## config.mk

```make
export PLATFORM = sky130hd
export DESIGN_NAME = bfdh_ctrl
export DESIGN_NICKNAME = d
export VERILOG_FILES = /design/src/rtl/bfdh_pkg.sv /design/src/rtl/bfdh_ctrl.sv
export SDC_FILE = /design/constraint.sdc
export NUM_CORES = 1
export LEC_CHECK = 0
export BUFFER_PORTS_ARGS = -buffer_cell sky130_fd_sc_hd__buf_2
export CORE_MARGIN = 4
export CORE_UTILIZATION = 53
export DETAILED_ROUTE_END_ITERATION = 8
export PLACE_DENSITY = 0.78
export SKIP_CTS_REPAIR_TIMING = 1
export SLEW_MARGIN = 10
export SYNTH_ARGS = -nofsm -noshare
export SYNTH_HDL_FRONTEND = slang
export SYNTH_SLANG_ARGS = --single-unit
```

## constraint.sdc

```tcl
create_clock -name clock -period 4.15 [get_ports clock]
set_input_delay 0 -clock clock [delete_from_list [all_inputs] [get_ports clock]]
set_output_delay 0 -clock clock [all_outputs]
set_load 0.005 [all_outputs]
```

## src/rtl/bfdh_pkg.sv

```systemverilog
`default_nettype none
// ----------------------------------------------------------------------------
// bfdh_pkg
// Shared constants, operation codes and control types of the Bloom filter unit.
// ----------------------------------------------------------------------------
package bfdh_pkg;

   localparam int FILT_WORDS = 64;
   localparam int FILT_AW    = 6;
   localparam int KEY_WORDS  = 8;
   localparam int KEY_AW     = 3;
   localparam int LEN_W      = 7;
   localparam int MAX_PROBES = 8;

   localparam logic [LEN_W-1:0] KEY_BYTES = 7'd64;

   localparam logic [63:0] XP1 = 64'h9E3779B185EBCA87;
   localparam logic [63:0] XP2 = 64'hC2B2AE3D27D4EB4F;
   localparam logic [63:0] XP3 = 64'h165667B19E3779F9;
   localparam logic [63:0] XP4 = 64'h85EBCA77C2B2AE63;
   localparam logic [63:0] XP5 = 64'h27D4EB2F165667C5;

   localparam logic [1:0] CSR_FILTER_WORDS = 2'd0;
   localparam logic [1:0] CSR_PROBE_COUNT  = 2'd1;

   localparam logic [4:0] OP_INIT   = 5'd0;
   localparam logic [4:0] OP_LANE_A = 5'd1;
   localparam logic [4:0] OP_LANE_B = 5'd2;
   localparam logic [4:0] OP_CONV   = 5'd3;
   localparam logic [4:0] OP_MRG_A  = 5'd4;
   localparam logic [4:0] OP_MRG_B  = 5'd5;
   localparam logic [4:0] OP_MRG_C  = 5'd6;
   localparam logic [4:0] OP_ADDLEN = 5'd7;
   localparam logic [4:0] OP_WRD_A  = 5'd8;
   localparam logic [4:0] OP_WRD_C  = 5'd9;
   localparam logic [4:0] OP_W4_A   = 5'd10;
   localparam logic [4:0] OP_W4_B   = 5'd11;
   localparam logic [4:0] OP_B_A    = 5'd12;
   localparam logic [4:0] OP_B_B    = 5'd13;
   localparam logic [4:0] OP_AV_A   = 5'd14;
   localparam logic [4:0] OP_AV_B   = 5'd15;
   localparam logic [4:0] OP_KEYRD  = 5'd16;
   localparam logic [4:0] OP_PRINIT = 5'd17;
   localparam logic [4:0] OP_MOD    = 5'd18;
   localparam logic [4:0] OP_PRD    = 5'd19;
   localparam logic [4:0] OP_PUPD   = 5'd20;
   localparam logic [4:0] OP_RESULT = 5'd21;

   typedef struct packed {
      logic              absorb;
      logic              start;
      logic [4:0]        op;
      logic [1:0]        lane;
      logic [KEY_AW-1:0] widx;
      logic [2:0]        bidx;
      logic              pass;
   } bfdh_cmd_type;

   typedef struct packed {
      logic             done;
      logic             ovf;
      logic [LEN_W-1:0] len;
      logic [3:0]       probes;
      logic             rsp_busy;
   } bfdh_stat_type;

   function automatic logic [63:0] rotl(input logic [63:0] v, input int unsigned r);
      return (v << r) | (v >> (64 - r));
   endfunction

endpackage
`default_nettype wire

```

## src/rtl/bfdh_ctrl.sv

```systemverilog
`default_nettype none
// ----------------------------------------------------------------------------
// bfdh_ctrl
// Sequencer of the two hash passes, the probes and the result.
// ----------------------------------------------------------------------------
module bfdh_ctrl
   import bfdh_pkg::*;
(
   input  wire logic          clock,
   input  wire logic          reset,
   input  wire logic          req_valid,
   input  wire logic          req_last,
   output logic               req_ready,
   input  wire bfdh_stat_type st,
   output bfdh_cmd_type       cmd
);

   localparam logic [4:0] S_IDLE    = 5'd0;
   localparam logic [4:0] S_CHECK   = 5'd1;
   localparam logic [4:0] S_INIT    = 5'd2;
   localparam logic [4:0] S_FETCH_S = 5'd3;
   localparam logic [4:0] S_LANE_A  = 5'd4;
   localparam logic [4:0] S_LANE_B  = 5'd5;
   localparam logic [4:0] S_CONV    = 5'd6;
   localparam logic [4:0] S_MRG_A   = 5'd7;
   localparam logic [4:0] S_MRG_B   = 5'd8;
   localparam logic [4:0] S_MRG_C   = 5'd9;
   localparam logic [4:0] S_ADDLEN  = 5'd10;
   localparam logic [4:0] S_FETCH_W = 5'd11;
   localparam logic [4:0] S_WRD_A   = 5'd12;
   localparam logic [4:0] S_WRD_B   = 5'd13;
   localparam logic [4:0] S_WRD_C   = 5'd14;
   localparam logic [4:0] S_W4_A    = 5'd15;
   localparam logic [4:0] S_W4_B    = 5'd16;
   localparam logic [4:0] S_B_A     = 5'd17;
   localparam logic [4:0] S_B_B     = 5'd18;
   localparam logic [4:0] S_AV_A    = 5'd19;
   localparam logic [4:0] S_AV_B    = 5'd20;
   localparam logic [4:0] S_PRINIT  = 5'd21;
   localparam logic [4:0] S_MOD     = 5'd22;
   localparam logic [4:0] S_PRD     = 5'd23;
   localparam logic [4:0] S_PUPD    = 5'd24;
   localparam logic [4:0] S_RESULT  = 5'd25;

   logic [4:0] state_ff, state_in;
   logic       issued_ff, issued_in;
   logic       pass_ff, pass_in;
   logic [3:0] widx_ff, widx_in;
   logic [1:0] mlane_ff, mlane_in;
   logic [2:0] bidx_ff, bidx_in;
   logic [3:0] pidx_ff, pidx_in;

   logic [3:0] nw, stripe_words;
   logic [2:0] tail;
   logic [4:0] tail_state;

   always_comb begin
      nw = st.len[6:3];
      tail = st.len[2:0];
      stripe_words = st.len[6] ? 4'd8 : 4'd4;
      if (tail[2]) tail_state = S_W4_A;
      else if (tail != 3'd0) tail_state = S_B_A;
      else tail_state = S_AV_A;
   end

   always_comb begin
      state_in = state_ff;
      issued_in = issued_ff;
      pass_in = pass_ff;
      widx_in = widx_ff;
      mlane_in = mlane_ff;
      bidx_in = bidx_ff;
      pidx_in = pidx_ff;
      cmd = '0;
      cmd.pass = pass_ff;
      cmd.widx = widx_ff[KEY_AW-1:0];
      cmd.bidx = bidx_ff;
      cmd.lane = widx_ff[1:0];
      req_ready = 1'b0;

      case (state_ff)
         S_IDLE: begin
            req_ready = 1'b1;
            cmd.absorb = req_valid;
            if (req_valid && req_last) state_in = S_CHECK;
         end
         S_CHECK: begin
            pass_in = 1'b0;
            widx_in = '0;
            state_in = st.ovf ? S_RESULT : S_INIT;
         end
         S_INIT: begin
            cmd.op = OP_INIT;
            cmd.start = 1'b1;
            widx_in = '0;
            bidx_in = '0;
            mlane_in = '0;
            state_in = (st.len >= 7'd32) ? S_FETCH_S : S_ADDLEN;
         end
         S_FETCH_S: begin
            cmd.op = OP_KEYRD;
            cmd.start = 1'b1;
            state_in = S_LANE_A;
         end
         S_LANE_A, S_LANE_B, S_MRG_A, S_MRG_B, S_MRG_C, S_WRD_A, S_WRD_B, S_WRD_C,
         S_W4_A, S_W4_B, S_B_A, S_B_B, S_AV_A, S_AV_B, S_MOD: begin
            case (state_ff)
               S_LANE_A: cmd.op = OP_LANE_A;
               S_LANE_B: cmd.op = OP_LANE_B;
               S_MRG_A:  cmd.op = OP_MRG_A;
               S_MRG_B:  cmd.op = OP_MRG_B;
               S_MRG_C:  cmd.op = OP_MRG_C;
               S_WRD_A:  cmd.op = OP_WRD_A;
               S_WRD_B:  cmd.op = OP_MRG_B;
               S_WRD_C:  cmd.op = OP_WRD_C;
               S_W4_A:   cmd.op = OP_W4_A;
               S_W4_B:   cmd.op = OP_W4_B;
               S_B_A:    cmd.op = OP_B_A;
               S_B_B:    cmd.op = OP_B_B;
               S_AV_A:   cmd.op = OP_AV_A;
               S_AV_B:   cmd.op = OP_AV_B;
               default:  cmd.op = OP_MOD;
            endcase
            if (state_ff inside {S_MRG_A, S_MRG_B, S_MRG_C}) cmd.lane = mlane_ff;
            cmd.start = !issued_ff;
            if (!issued_ff) begin
               issued_in = 1'b1;
            end else if (st.done) begin
               issued_in = 1'b0;
               case (state_ff)
                  S_LANE_A: state_in = S_LANE_B;
                  S_LANE_B: begin
                     widx_in = widx_ff + 4'd1;
                     state_in = (widx_ff + 4'd1 == stripe_words) ? S_CONV : S_FETCH_S;
                  end
                  S_MRG_A: state_in = S_MRG_B;
                  S_MRG_B: state_in = S_MRG_C;
                  S_MRG_C: begin
                     mlane_in = mlane_ff + 2'd1;
                     state_in = (mlane_ff == 2'd3) ? S_ADDLEN : S_MRG_A;
                  end
                  S_WRD_A: state_in = S_WRD_B;
                  S_WRD_B: state_in = S_WRD_C;
                  S_WRD_C: begin
                     widx_in = widx_ff + 4'd1;
                     state_in = (widx_ff + 4'd1 < nw) ? S_FETCH_W : tail_state;
                  end
                  S_W4_A: state_in = S_W4_B;
                  S_W4_B: begin
                     bidx_in = 3'd4;
                     state_in = (tail > 3'd4) ? S_B_A : S_AV_A;
                  end
                  S_B_A: state_in = S_B_B;
                  S_B_B: begin
                     bidx_in = bidx_ff + 3'd1;
                     state_in = ({1'b0, bidx_ff} + 4'd1 < {1'b0, tail}) ? S_B_A : S_AV_A;
                  end
                  S_AV_A: state_in = S_AV_B;
                  S_AV_B: begin
                     if (!pass_ff) begin
                        pass_in = 1'b1;
                        state_in = S_INIT;
                     end else begin
                        pidx_in = '0;
                        state_in = S_PRINIT;
                     end
                  end
                  default: state_in = S_PRD;
               endcase
            end
         end
         S_CONV: begin
            cmd.op = OP_CONV;
            cmd.start = 1'b1;
            state_in = S_MRG_A;
         end
         S_ADDLEN: begin
            cmd.op = OP_ADDLEN;
            cmd.start = 1'b1;
            state_in = (widx_ff < nw) ? S_FETCH_W : tail_state;
         end
         S_FETCH_W: begin
            cmd.op = OP_KEYRD;
            cmd.start = 1'b1;
            state_in = S_WRD_A;
         end
         S_PRINIT: begin
            cmd.op = OP_PRINIT;
            cmd.start = 1'b1;
            state_in = S_MOD;
         end
         S_PRD: begin
            cmd.op = OP_PRD;
            cmd.start = 1'b1;
            state_in = S_PUPD;
         end
         S_PUPD: begin
            cmd.op = OP_PUPD;
            cmd.start = 1'b1;
            pidx_in = pidx_ff + 4'd1;
            state_in = (pidx_ff + 4'd1 < st.probes) ? S_MOD : S_RESULT;
         end
         S_RESULT: begin
            cmd.op = OP_RESULT;
            if (!st.rsp_busy) begin
               cmd.start = 1'b1;
               state_in = S_IDLE;
            end
         end
         default: state_in = S_IDLE;
      endcase
   end

   always_ff @(posedge clock) begin
      if (reset) begin
         state_ff <= S_IDLE;
         issued_ff <= 1'b0;
         pass_ff <= 1'b0;
         widx_ff <= '0;
         mlane_ff <= '0;
         bidx_ff <= '0;
         pidx_ff <= '0;
      end else begin
         state_ff <= state_in;
         issued_ff <= issued_in;
         pass_ff <= pass_in;
         widx_ff <= widx_in;
         mlane_ff <= mlane_in;
         bidx_ff <= bidx_in;
         pidx_ff <= pidx_in;
      end
   end

endmodule
`default_nettype wire

```

Word level (Yosys, flattened, before mapping). Memories as Yosys holds them, arrays and structs flattened. A register that Yosys moved wholly into a read port is not among the register bits. Cells that the tools add are included. Widths: inputs -> output; s select.

Memories kept: 1. Bits in registers: 20. Output and inout bits: 17. Input port bits: 18. Bits in read-only memories: 160. Word-level logic and storage cells: 124.

Memories: (no name shown) (depth 32, width 5, read ports 1, clocked after Yosys merged registers in 1, wr ports 0, RTL line bfdh_ctrl.sv:107) `case (state_ff)`.

Equality and inequality tests: 36. Reductions and logical operators: 19. $lt $le $gt $ge: 6. Mux-type cells: 50. Add/sub/neg operators: 5.

Operators by type and width (number): $pmux 5 s14 (1); $pmux 5 s12 (1); $mux 5 (11); $pmux 6 s9 (1); $eq 5x5->1 const B (10); $mux 4 (11); $eq 5x4->1 const B (8); $eq 5x3->1 const B (4); $reduce_and 4->1 (5); $mux 2 (8); $ne 2x2->1 const B (8); $pmux 4 s2 (2); $reduce_or 15->1 (1); $lt 4x4->1 (3); $pmux 3 s2 (2); $eq 5x2->1 const B (2); $mux 3 (3); $add 4x1->4 const B (2); $mux 1 (8); $reduce_bool 2->1 (4); $ge 7x6->1 const B (1); $reduce_bool 3->1 (2); $reduce_or 2->1 (3); $eq 5x1->1 const B (1); other kinds (14) (14).

Logic depth before layout (Yosys ltp).
Depth in word-level cells: 10. Depth in mapped cells: 15. Mapped depth without buffers: 15.

Worst setup path before layout. OpenSTA, ideal clock, no wires.

Path kind: register to register. Start: register widx_ff[0]. End: register with a tool-made name. Data arrival time: 3.027 ns. Buffers on the path: 0. Cell stages (with the launch flop): 16. Data required time: 4.018 ns. Clock period less this slack: 3.160 ns. Setup slack: 0.990 ns. Library setup time: 0.132 ns. Cell sequence: dfxtp_1 ha_1 xnor2_1 inv_1 ha_1 or3_1 o221ai_1 o311ai_0 a31o_2 nor2_1 inv_1 ha_1 a32oi_1 o211ai_1 mux2i_1 o32ai_1.

RTL lines: start, declared (RTL line bfdh_ctrl.sv:48) `logic [3:0] widx_ff, widx_in;`; start signal, assigned (RTL line bfdh_ctrl.sv:227) `widx_ff <= widx_in;`.

==> impl_metrics.ini <==
[timing]
skew_ns = 0.006574
tightest_slew_ns = 0.8037
report.final.setup_viol = 0
final.setup.worst_slack_ns = 0.5334
rsz0062_at_grt = false
finalSetupTns_ns = 0
hold_violations = 0
min_period_over_period = 0.8715
period_needed_ns = 3.617
clock.fmax_mhz = 276.5
relSlewSlack = 0.4601
finalMaxSlewViolations = 0

[die]
die_w_um = 80.83
core_area_um2 = 5140
ios = 35
die_area_um2 = 6533
fp-row-count = 26
dieHeight_um = 80.83
start_util = 0.5470

[setup_path]
critPathRequiredTime_ns = 4.29
worst-setup-path-type = flop to flop
crit_path_start_kind = flop
crit_path_end_kind = flop
r2r_start = widx_ff[0]$_SDFFE_PP0P_
regToRegSetupSlack_ns = 0.53
r2r_cells = 15
arrival_ns = 3.76
crit_path_max_fanout = 9

[cts]
root_buffer = clkbuf_8
cts.path.max_buffers = 2
cts_made_buffers = 3
clk_pin_slew_ns = 0.10
clock-sinks = 25
htreeDepth = 1
clk_latency_ns = 0.27
cts_tree = built

[power_and_ir_drop]
power.density_nw_per_um2 = 483.0
peakVddDrop_v = 0.0002162
leakagePower_nw = 1.264

[final_layout]
synthToLayoutAreaGrowth_pct = 6.498
final_area_um2 = 2994
drive_gt1_frac = 0.1583
nets = 439
fin_util = 0.5825
final_cell_mix = nor2_1, buf_2, a21oi_1
num_antenna_cells = 0
layout_commonest_cell = nor2_1

[global_route]
grt-ovfl-total = 0
grt_max_degree = 26
grt_pass1_wl_um = 13080
grtUsageTotal = 0.2500
grt_pass1_vias = 2677
antenna_found_initial = 0

[routing]
routed_wl_um = 7940
drt_iter0_drc = 348
via_per_inst = 6.340
antenna_left = 0
post_drt_wl_per_cell_um = 16.97
drc_errors = 0
vias = 2967
first_pass_iters = 5

[synth]
synth-async-reset-ratio = 0
ys.warnings.count = 0
netlist_instances = 380
synth_seq_cells = 25
syn-num-nets = 420
synthesis.area_um2 = 2811
yosysSeqAreaShare = 0.1780
synth_ff_type = dfxtp_1
synth.distinct_cells = 74
synth_area_per_cell_um2 = 7.399
synth-edff-count = 0

[min_path]
min_to = widx_ff[0]$_SDFFE_PP0P_
hp-class = input port to flop
hp-start = reset
holdPathStages = 2

[flow_run]
cap_violations = 0

[place]
dp_hpwl_um = 6146
io_buffers = 34
placed_area_um2 = 2948
dp_worst_setup_slack_ns = 0.6068
routabilityCongestion = 0.9829

[outcome]
status = completed
## layer usage
metal,track usage,vias to the layer above,wire [um]
met2,0.3949,165,3616
met4,0.05574,0,103
met3,0.03769,17,796
li1,-,1440,-
met5,0,-,0
met1,0.3575,1345,3424
## per-stage QoR
step           hold WS, ns  cells  total power [mW]
2_1_floorplan       0.1318    380             1.059
3_3_place_gp        0.3082    464             1.254
3_5_place_dp        0.3123    464             1.267
4_1_cts             0.1678    468             1.418
5_1_grt             0.1806    468             1.544
6_report            0.1654    468             1.446
## area by class of cell
| cell class | count | area [um^2] |
|---|---|---|
| timing repair buffer | 44 | 245.2 |
| inverter | 19 | 71.32 |
| multi-input combinational | 306 | 2043 |
| clock inverter | 1 | 5.005 |
| fill | 500 | 2146 |
| sequential | 25 | 500.5 |
| tap | 70 | 87.58 |
| clock buffer | 3 | 41.29 |
## report_power, final
part	switching, mW	internal [mW]	leakage (nW)
combinational	0.610	0.375	1.04
clock	0.0838	0.0673	0.0255
sequential	0.0418	0.268	0.202
total	0.736	0.710	1.26
## critical path, cell delays in order (launching register included)
cell	delay [ns]
dfxtp_1	0.40
ha_1	0.24
xnor2_1	0.27
inv_1	0.09
ha_1	0.20
or3_1	0.31
o221ai_1	0.30
o311ai_0	0.16
a31o_2	0.29
nor2_1	0.19
inv_1	0.13
ha_1	0.35
a32oi_1	0.20
o211ai_1	0.12
mux2i_1	0.15
o32ai_1	0.09
## cell usage after synthesis (4+ instances only)
| cell | number | share of area |
|---|---|---|
| o32ai_1 | 4 | 0.012 |
| o211ai_1 | 4 | 0.011 |
| o21a_1 | 4 | 0.011 |
| dfxtp_1 | 25 | 0.18 |
| buf_6 | 5 | 0.020 |
| o21ai_0 | 25 | 0.045 |
| a21oi_1 | 29 | 0.052 |
| and2_1 | 7 | 0.016 |
| nor2_1 | 36 | 0.048 |
| buf_2 | 7 | 0.012 |
| a22oi_1 | 6 | 0.016 |
| nand2b_1 | 5 | 0.011 |
| inv_1 | 18 | 0.024 |
| ha_1 | 22 | 0.098 |
| clkbuf_1 | 7 | 0.0093 |
| nand3b_1 | 5 | 0.013 |
| a31oi_1 | 7 | 0.016 |
| nand2_1 | 25 | 0.033 |
| buf_4 | 10 | 0.027 |
| nand3_1 | 14 | 0.025 |
| nor3_1 | 10 | 0.018 |
| nor2b_1 | 14 | 0.031 |
| nor4_1 | 6 | 0.013 |
## logic make-up after synthesis
| logic type | count (synthesis) | synth area share |
|---|---|---|
| AOI/OAI and AO/OA | 126 | 0.3187 |
| adders and majority gates | 22 | 0.09791 |
| and+or+nand+nor | 147 | 0.2719 |
| DFF | 25 | 0.1780 |
| buffers and inverters | 49 | 0.09523 |
| muxes | 6 | 0.02270 |
| xor gates and xnor gates | 5 | 0.01558 |
## worst max path at each step
stage	start	slack, ns	endpoint	cells after the start
detailed placement	widx_ff[0]$_SDFFE_PP0P_	0.61	flop	15
floorplan	widx_ff[0]$_SDFFE_PP0P_	0.99	flop	15
CTS	widx_ff[0]$_SDFFE_PP0P_	0.57	flop	15
global route	widx_ff[0]$_SDFFE_PP0P_	0.29	flop	15
finish	widx_ff[0]$_SDFFE_PP0P_	0.53	flop	15
global placement	widx_ff[0]$_SDFFE_PP0P_	0.79	flop	15
Power figures use the tool's default switching activity.
